===== src/sv/llts_pkg.sv =====
package llts_pkg;

	localparam int MAX_TASKS  = 3;
	localparam int TIMING_W   = 48;
	localparam int CFG_IDX_W  = 2;
	localparam int TASK_IDX_W = 2;
	localparam int LAXITY_W   = 17;

	localparam logic [TASK_IDX_W-1:0] IDLE_TASK = 2'd3;

	// Timing register sub-field positions.
	localparam int BUDGET_LSB = 32;
	localparam int PERIOD_LSB = 16;
	localparam int OFFSET_LSB = 0;

	typedef struct packed {
		logic                active;
		logic                released;
		logic [LAXITY_W-1:0] laxity;
	} task_status_t;

	typedef struct packed {
		logic [TASK_IDX_W-1:0] task_sel;
		logic [LAXITY_W-1:0]   laxity;
		logic                  missed;
		logic [MAX_TASKS-1:0]  released;
	} pick_result_t;

endpackage


===== src/sv/llts_if.sv =====
interface llts_req_if;
	logic valid;
	logic ready;
	logic run_tick;

	modport source (output valid, output run_tick, input ready);
	modport sink (input valid, input run_tick, output ready);
endinterface

interface llts_rsp_if;
	import llts_pkg::*;
	logic                  valid;
	logic                  ready;
	logic [TASK_IDX_W-1:0] selected_task;
	logic [LAXITY_W-1:0]   selected_laxity;
	logic                  deadline_missed;
	logic [MAX_TASKS-1:0]  released_mask;

	modport source (output valid, output selected_task, output selected_laxity,
		output deadline_missed, output released_mask, input ready);
	modport sink (input valid, input selected_task, input selected_laxity,
		input deadline_missed, input released_mask, output ready);
endinterface


===== src/sv/least_laxity_task_selector.sv =====
// Least-laxity-first selector for up to three periodic tasks.
// Each task is set up through the write port: cfg_index selects the task's
// timing register and cfg_data carries budget (47:32), period (31:16) and
// release offset (15:0). A period of zero disables the task. Write only
// while no beat is in flight.
//
// Every beat on req is one timer tick. With run_tick high the tick is
// executed: releases are applied, the task with the least laxity loses one
// unit of work, phases advance and deadlines count down. With run_tick low
// the same answer is reported and nothing changes. Each request beat gives
// exactly one rsp beat with the chosen task (3 when idle), its laxity, a
// deadline-miss flag and the mask of tasks released on that tick.
//
// A request beat is registered in the request stage, then evaluated into the
// result register, whose content is offered on rsp. While rsp takes results,
// one beat per cycle is sustained; the state update of a tick lands in the
// same edge that loads its result, so the next tick sees it at once. When rsp
// stalls, the result register and the request stage hold and req.ready drops
// only while both are full. Reset clears timing registers, task state and all
// valid flags.
module least_laxity_task_selector #(
	parameter int TASK_COUNT = 3,
	parameter int TIME_BITS  = 16
) (
	input  logic                            clk,
	input  logic                            arst_n,
	input  logic                            cfg_we,
	input  logic [llts_pkg::CFG_IDX_W-1:0]  cfg_index,
	input  logic [llts_pkg::TIMING_W-1:0]   cfg_data,
	llts_req_if.sink                        req,
	llts_rsp_if.source                      rsp
);
	import llts_pkg::*;

	logic [TIME_BITS-1:0] budget_q [TASK_COUNT];
	logic [TIME_BITS-1:0] period_q [TASK_COUNT];
	logic [TIME_BITS-1:0] offset_q [TASK_COUNT];

	logic valid_s1;
	logic run_tick_s1;
	logic advance;
	logic commit;

	task_status_t status_w [TASK_COUNT];
	pick_result_t result_w;

	logic         out_valid_q;
	pick_result_t out_q;

	always_ff @(posedge clk or negedge arst_n) begin
		if (!arst_n) begin
			for (int i = 0; i < TASK_COUNT; i++) begin
				budget_q[i] <= '0;
				period_q[i] <= '0;
				offset_q[i] <= '0;
			end
		end else if (cfg_we) begin
			for (int i = 0; i < TASK_COUNT; i++) begin
				if (cfg_index == CFG_IDX_W'(i)) begin
					budget_q[i] <= cfg_data[BUDGET_LSB +: TIME_BITS];
					period_q[i] <= cfg_data[PERIOD_LSB +: TIME_BITS];
					offset_q[i] <= cfg_data[OFFSET_LSB +: TIME_BITS];
				end
			end
		end
	end

	assign advance   = valid_s1 && (!out_valid_q || rsp.ready);
	assign commit    = advance && run_tick_s1;
	assign req.ready = !valid_s1 || advance;

	always_ff @(posedge clk or negedge arst_n) begin
		if (!arst_n) begin
			valid_s1 <= 1'b0;
		end else if (req.ready) begin
			valid_s1 <= req.valid;
		end
	end

	always_ff @(posedge clk) begin
		if (req.ready && req.valid)
			run_tick_s1 <= req.run_tick;
	end

	for (genvar g = 0; g < TASK_COUNT; g++) begin : g_task
		llts_task #(
			.TIME_BITS(TIME_BITS)
		) u_task (
			.clk    (clk),
			.arst_n (arst_n),
			.budget (budget_q[g]),
			.period (period_q[g]),
			.offset (offset_q[g]),
			.commit (commit),
			.take   (result_w.task_sel == TASK_IDX_W'(g)),
			.status (status_w[g])
		);
	end

	llts_pick #(
		.TASK_COUNT(TASK_COUNT)
	) u_pick (
		.status (status_w),
		.result (result_w)
	);

	always_ff @(posedge clk or negedge arst_n) begin
		if (!arst_n) begin
			out_valid_q <= 1'b0;
		end else if (advance) begin
			out_valid_q <= 1'b1;
		end else if (rsp.ready) begin
			out_valid_q <= 1'b0;
		end
	end

	always_ff @(posedge clk) begin
		if (advance)
			out_q <= result_w;
	end

	assign rsp.valid           = out_valid_q;
	assign rsp.selected_task   = out_q.task_sel;
	assign rsp.selected_laxity = out_q.laxity;
	assign rsp.deadline_missed = out_q.missed;
	assign rsp.released_mask   = out_q.released;

endmodule


===== src/sv/llts_task.sv =====
module llts_task #(
	parameter int TIME_BITS = 16
) (
	input  logic                       clk,
	input  logic                       arst_n,
	input  logic [TIME_BITS-1:0]       budget,
	input  logic [TIME_BITS-1:0]       period,
	input  logic [TIME_BITS-1:0]       offset,
	input  logic                       commit,
	input  logic                       take,
	output llts_pkg::task_status_t     status
);
	import llts_pkg::*;

	logic [TIME_BITS-1:0] phase_q;
	logic [TIME_BITS-1:0] ttd_q;
	logic [TIME_BITS-1:0] work_q;

	logic                 enabled;
	logic                 release_w;
	logic [TIME_BITS-1:0] work_eff;
	logic [TIME_BITS-1:0] ttd_eff;
	logic signed [TIME_BITS:0] lax_w;
	logic [TIME_BITS:0]   phase_inc;

	assign enabled   = period != '0;
	assign release_w = enabled && (phase_q == offset);
	assign work_eff  = release_w ? budget : work_q;
	assign ttd_eff   = release_w ? period : ttd_q;
	assign lax_w     = $signed({1'b0, ttd_eff}) - $signed({1'b0, work_eff});
	assign phase_inc = {1'b0, phase_q} + {{TIME_BITS{1'b0}}, 1'b1};

	assign status.active   = enabled && (work_eff != '0);
	assign status.released = release_w;
	assign status.laxity   = LAXITY_W'(lax_w);

	always_ff @(posedge clk or negedge arst_n) begin
		if (!arst_n) begin
			phase_q <= '0;
			ttd_q   <= '0;
			work_q  <= '0;
		end else if (commit) begin
			// A disabled task never wins, so its work and deadline simply hold.
			work_q <= work_eff - {{(TIME_BITS-1){1'b0}}, take};
			if (enabled && ttd_eff != '0)
				ttd_q <= ttd_eff - {{(TIME_BITS-1){1'b0}}, 1'b1};
			else
				ttd_q <= ttd_eff;
			if (!enabled || phase_inc >= {1'b0, period})
				phase_q <= '0;
			else
				phase_q <= phase_inc[TIME_BITS-1:0];
		end
	end

endmodule


===== src/sv/llts_pick.sv =====
module llts_pick #(
	parameter int TASK_COUNT = 3
) (
	input  llts_pkg::task_status_t status [TASK_COUNT],
	output llts_pkg::pick_result_t result
);
	import llts_pkg::*;

	always_comb begin
		logic                found;
		logic [LAXITY_W-1:0] best;
		found           = 1'b0;
		best            = '0;
		result.task_sel = IDLE_TASK;
		result.missed   = 1'b0;
		result.released = '0;
		// Strict less-than keeps the lowest index on a tie.
		for (int i = 0; i < TASK_COUNT; i++) begin
			result.released[i] = status[i].released;
			if (status[i].active) begin
				if ($signed(status[i].laxity) < 0)
					result.missed = 1'b1;
				if (!found || $signed(status[i].laxity) < $signed(best)) begin
					found           = 1'b1;
					best            = status[i].laxity;
					result.task_sel = TASK_IDX_W'(i);
				end
			end
		end
		result.laxity = best;
	end

endmodule


===== src/flat_wrapper.sv =====
// flat-port wrapper written by rule: the top's interface ports become plain ports
module least_laxity_task_selector_flat import llts_pkg::*;
#(
	parameter int TASK_COUNT = 3,
	parameter int TIME_BITS  = 16
)
  (clk, arst_n, cfg_we, cfg_index, cfg_data, req_valid, req_run_tick, req_ready, rsp_valid, rsp_selected_task, rsp_selected_laxity, rsp_deadline_missed, rsp_released_mask, rsp_ready);
  llts_req_if req_i ();
  llts_rsp_if rsp_i ();
  input  logic clk;
  input  logic arst_n;
  input  logic cfg_we;
  input  logic [llts_pkg::CFG_IDX_W-1:0] cfg_index;
  input  logic [llts_pkg::TIMING_W-1:0] cfg_data;
  input wire logic [$bits(req_i.valid)-1:0] req_valid;
  input wire logic [$bits(req_i.run_tick)-1:0] req_run_tick;
  output wire logic [$bits(req_i.ready)-1:0] req_ready;
  output wire logic [$bits(rsp_i.valid)-1:0] rsp_valid;
  output wire logic [$bits(rsp_i.selected_task)-1:0] rsp_selected_task;
  output wire logic [$bits(rsp_i.selected_laxity)-1:0] rsp_selected_laxity;
  output wire logic [$bits(rsp_i.deadline_missed)-1:0] rsp_deadline_missed;
  output wire logic [$bits(rsp_i.released_mask)-1:0] rsp_released_mask;
  input wire logic [$bits(rsp_i.ready)-1:0] rsp_ready;
  assign req_i.valid = req_valid;
  assign req_i.run_tick = req_run_tick;
  assign req_ready = req_i.ready;
  assign rsp_valid = rsp_i.valid;
  assign rsp_selected_task = rsp_i.selected_task;
  assign rsp_selected_laxity = rsp_i.selected_laxity;
  assign rsp_deadline_missed = rsp_i.deadline_missed;
  assign rsp_released_mask = rsp_i.released_mask;
  assign rsp_i.ready = rsp_ready;
  least_laxity_task_selector #(.TASK_COUNT(TASK_COUNT), .TIME_BITS(TIME_BITS)) u_core (.clk(clk), .arst_n(arst_n), .cfg_we(cfg_we), .cfg_index(cfg_index), .cfg_data(cfg_data), .req(req_i), .rsp(rsp_i));
endmodule

===== config.mk =====
export PLATFORM = sky130hd
export DESIGN_NAME = least_laxity_task_selector_flat
export DESIGN_NICKNAME = d
export VERILOG_FILES = /design/src/sv/llts_pkg.sv /design/src/sv/llts_if.sv /design/src/sv/least_laxity_task_selector.sv /design/src/sv/llts_task.sv /design/src/sv/llts_pick.sv /design/src/flat_wrapper.sv
export SDC_FILE = /design/constraint.sdc
export NUM_CORES = 1
export LEC_CHECK = 0
export BUFFER_PORTS_ARGS = -buffer_cell sky130_fd_sc_hd__buf_2
export CAP_MARGIN = 20
export CORE_AREA = 4 4 211 213
export DETAILED_ROUTE_END_ITERATION = 10
export DIE_AREA = 0 0 215 217
export PLACE_DENSITY = 0.79
export SYNTH_ARGS = -nofsm -noshare
export SYNTH_HDL_FRONTEND = slang
export SYNTH_HIERARCHICAL = 1
export SYNTH_SLANG_ARGS = --single-unit

===== constraint.sdc =====
create_clock -name clk -period 9.4 [get_ports clk]
set_input_delay 1.88 -clock clk [delete_from_list [all_inputs] [get_ports clk]]
set_output_delay 1.88 -clock clk [all_outputs]
set_load 0.02 [all_outputs]

==> impl_metrics.ini <==
[outcome]
status = finished, final reports clean

[floorplan]
die_area_um2 = 46660
core_um2 = 42700
die_h_um = 217
ios = 81
die_x_um = 215
std_cell_rows = 76
start_util_pct = 54.35

[yosys]
synthFlopType = dfrtp_1
syn_inst = 2394
synth.avg_cell_area_um2 = 9.693
yosysWarnings = 6
synth_edf_count = 24
synth_nets = 2582
ys_types = 103
seq_area_frac_synth_pct = 34.38
async_reset_ff_share_pct = 92.36
synth-seq-cells = 314
synth_area_um2 = 23210

[setup_path]
crit-reg2reg-launch = u_core/g_task[0].u_task/phase_q[10]$_DFFE_PN0P_
cpPeakStageDelay_ns = 0.50
crit_start = u_core/g_task[0].u_task/phase_q[10]$_DFFE_PN0P_
path_class = register to register
critPathLaunchType = register
cp_max_fo = 18
end_kind = register
required_ns = 9.84
cp-endpoint = u_core/g_task[0].u_task/work_q[14]$_DFFE_PN0P_
critPathBufInv = 5
slowest_stage = or4_1
r2r_end = u_core/g_task[0].u_task/work_q[14]$_DFFE_PN0P_
worstPathArrival_ns = 9.60
critPathTopFamily = simple AND/OR/NAND/NOR gates
r2r_slack_ns = 0.25
rr_worst_depth = 42
path_depth = 42

[timing]
skew_ns = 0.02805
worst_hold_slack_ns = 0.4979
setup_ws_ns = 0.2455
max_freq_mhz = 109.2
slew_headroom_pct = 18.73
finalCritPeriodShare_pct = 97.39
max_slew.worst_pin.slew_ns = 1.218
slew_viol_final = 0
final_hold_viol_count = 0
period_minus_slack_ns = 9.154
setup_viol = 0

[clock_tree]
root_buffer = clkbuf_16
clockBufferDepth = 3
insertion_delay_ns = 0.58
htreeDepth = 2
cts_tree = done
clock_sinks = 314
cts_hold_buffers = 0
cts_made_buffers = 37
clk_pin_slew_ns = 0.07

[cells_and_area]
nFillCells = 3383
layout-drive-gt1-share_pct = 24.30
final_net_count = 2682
area_growth_pct = 13.06
final_cells = 3069
n_antenna_cell = 0
post-route-util_pct = 61.45

[global_route]
grt_usage_pct = 28.29
grt_pass1_wl_um = 106400
grt_pass1_vias = 19130
overflow = 0
grt_max_degree = 108
antenna_found_initial = 7

[flow_run]
maxCapViolCount = 0

[min_path]
hp-class = register to register
hold_path.startpoint = u_core/g_task[2].u_task/ttd_q[9]$_DFFE_PN0P_

[route]
drtIter0Drc = 2033
via_per_inst = 6.379
vias = 19580
first_pass_iters = 6
drc = 0
ant_nets = 0
drt-total-wl_um = 68530
post_drt_wl_per_cell_um = 22.33

[place]
place_ws_ns = -0.04750
post-place-cells = 2979
gp_congestion = 0.9805
port_buffers = 80
hpwlAfterDp_um = 50010
worst min path at each step:
| stage | to | slack [ns] | depth (start not counted) |
|---|---|---|---|
| final | u_core/g_task[2].u_task/ttd_q[9]$_DFFE_PN0P_ | 0.50 | 2 |
| after global placement | u_core/g_task[2].u_task/work_q[0]$_DFFE_PN0P_ | 0.46 | 2 |
| after floorplan | u_core/g_task[0].u_task/work_q[0]$_DFFE_PN0P_ | 0.45 | 2 |
| after global routing | u_core/g_task[2].u_task/work_q[13]$_DFFE_PN0P_ | 0.52 | 1 |
| after detailed placement | u_core/g_task[2].u_task/work_q[0]$_DFFE_PN0P_ | 0.49 | 2 |
| after CTS | u_core/g_task[2].u_task/work_q[0]$_DFFE_PN0P_ | 0.50 | 2 |
tightest hold or removal path: stages (launching register included):
cell	delay (ns)
dfrtp_1	0.34
nand2_1	0.06
o31ai_2	0.06
cell type report:
class,instances,area (um2),area share [%]
clock buffers,44,1003,3.824
inverters,137,516.7,1.969
flip-flops and latches,314,7979,30.41
well taps,546,683.2,2.604
multi-input cells,1817,14410,54.92
clock inverters,24,342.8,1.307
repair buffers,187,1304,4.969
state kept, by name, summed over array words and instances, names as in the netlist:
register,count
u_core/budget_q,48
u_core/g_task.u_task/phase_q,48
u_core/g_task.u_task/ttd_q,48
u_core/g_task.u_task/work_q,48
u_core/offset_q,48
u_core/period_q,48
u_core/rsp.selected_laxity,17
u_core/rsp.released_mask,3
u_core/rsp.selected_task,2
u_core/rsp.deadline_missed,1
u_core/rsp.valid,1
u_core/run_tick_s1,1
u_core/valid_s1,1
logic make-up (layout without fill, tap and decap cells):
group                    after synthesis  count (layout)  synth area share (%)
AND/OR/NAND/NOR                      675             675                 16.05
AO/OA/AOI/OAI                        507             507                 15.24
flip-flops                           314             314                 34.38
multiplexers                         301             301                 14.14
buffers and inverters                263             392                 5.403
XOR/XNOR                             192             192                 7.246
adder cells (fa/ha/maj)              142             142                 7.548
through the flow:
stage | instance area, um2 | TNS [ns]
final | 26240 | 0
after global routing | 26240 | -0.5097
after CTS | 25650 | 0
after detailed placement | 24290 | -0.1738
after global placement | 24270 | 0
after floorplan | 23210 | 0
synthesized netlist by cell type, types with 8 or more instances:
| library cell | count | area (um2) |
|---|---|---|
| o31ai_1 | 13 | 97.59 |
| nor3_1 | 59 | 295.3 |
| or2_2 | 13 | 81.33 |
| nor2b_1 | 26 | 162.7 |
| and4_1 | 13 | 113.9 |
| inv_1 | 132 | 495.5 |
| buf_2 | 32 | 160.2 |
| xnor2_1 | 89 | 779.5 |
| a31oi_1 | 21 | 131.4 |
| xor2_1 | 103 | 902.1 |
| buf_6 | 19 | 214.0 |
| o21a_1 | 20 | 150.1 |
| and3_1 | 32 | 200.2 |
| a21oi_1 | 130 | 650.6 |
| ha_1 | 132 | 1652 |
| nand2_1 | 154 | 578.1 |
| clkbuf_1 | 50 | 187.7 |
| or3_1 | 18 | 112.6 |
| nand3_1 | 64 | 320.3 |
| a32o_1 | 25 | 250.2 |
| nand3b_1 | 9 | 67.56 |
| o211ai_1 | 14 | 105.1 |
| dfrtp_1 | 290 | 7257 |
| nand4_1 | 32 | 200.2 |
| or4_1 | 9 | 67.56 |
| and2_1 | 19 | 118.9 |
| nand2b_1 | 29 | 181.4 |
| mux2i_1 | 91 | 910.9 |
| buf_4 | 18 | 135.1 |
| nor4_1 | 25 | 156.4 |
| nor3b_1 | 11 | 82.58 |
| a211oi_1 | 14 | 105.1 |
| a21o_1 | 49 | 367.9 |
| a21oi_2 | 12 | 105.1 |
| mux2_2 | 204 | 2297 |
| o21ai_1 | 25 | 125.1 |
| o21ai_0 | 88 | 440.4 |
| nor4_2 | 8 | 100.1 |
| edfxtp_1 | 24 | 720.7 |
| maj3_1 | 10 | 100.1 |
| nor2_1 | 113 | 424.2 |
cell usage in the layout, fill, tap and decap left out, types with 14 or more instances in the layout:
cell       instances
nor3_1            59
a32o_1            25
xnor2_1           86
nor2_1           112
mux2i_1           85
inv_1            132
o21ai_1           24
edfxtp_1          24
a21oi_2           20
dfrtp_1          289
mux2_2           204
ha_1             122
a21oi_1          118
a21o_1            49
and2_1            18
clkbuf_16         39
nor4_1            21
nor2b_1           23
o21ai_0           87
a31oi_1           18
buf_2             79
o21a_1            19
nand2_1          153
nand3_1           62
and3_1            30
or3_1             18
xor2_1           103
buf_4             99
nand4_1           32
nand2b_1          29
o211ai_1          14
per-layer routing:
metal / part of all wire (%) / vias to the layer above / GRT usage (%)
met3: 6.4 / 177 / 4.007
met5: 0.039 / - / 0
li1: - / 8892 / -
met2: 47 / 840 / 46.37
met4: 4.4 / 4 / 12.15
met1: 42 / 9664 / 37.81
what timing repair did:
item	CTS	global route
endpoints found under the hold margin	0	0
setup endpoints to repair	10	43
gates resized for setup	5	77
gates cloned	0	1
setup buffers	0	17
pin swaps	0	27
Power is left out: the tool's default activity adds up to more than one toggle a clock period on the data nets, which glitch-free logic cannot reach.
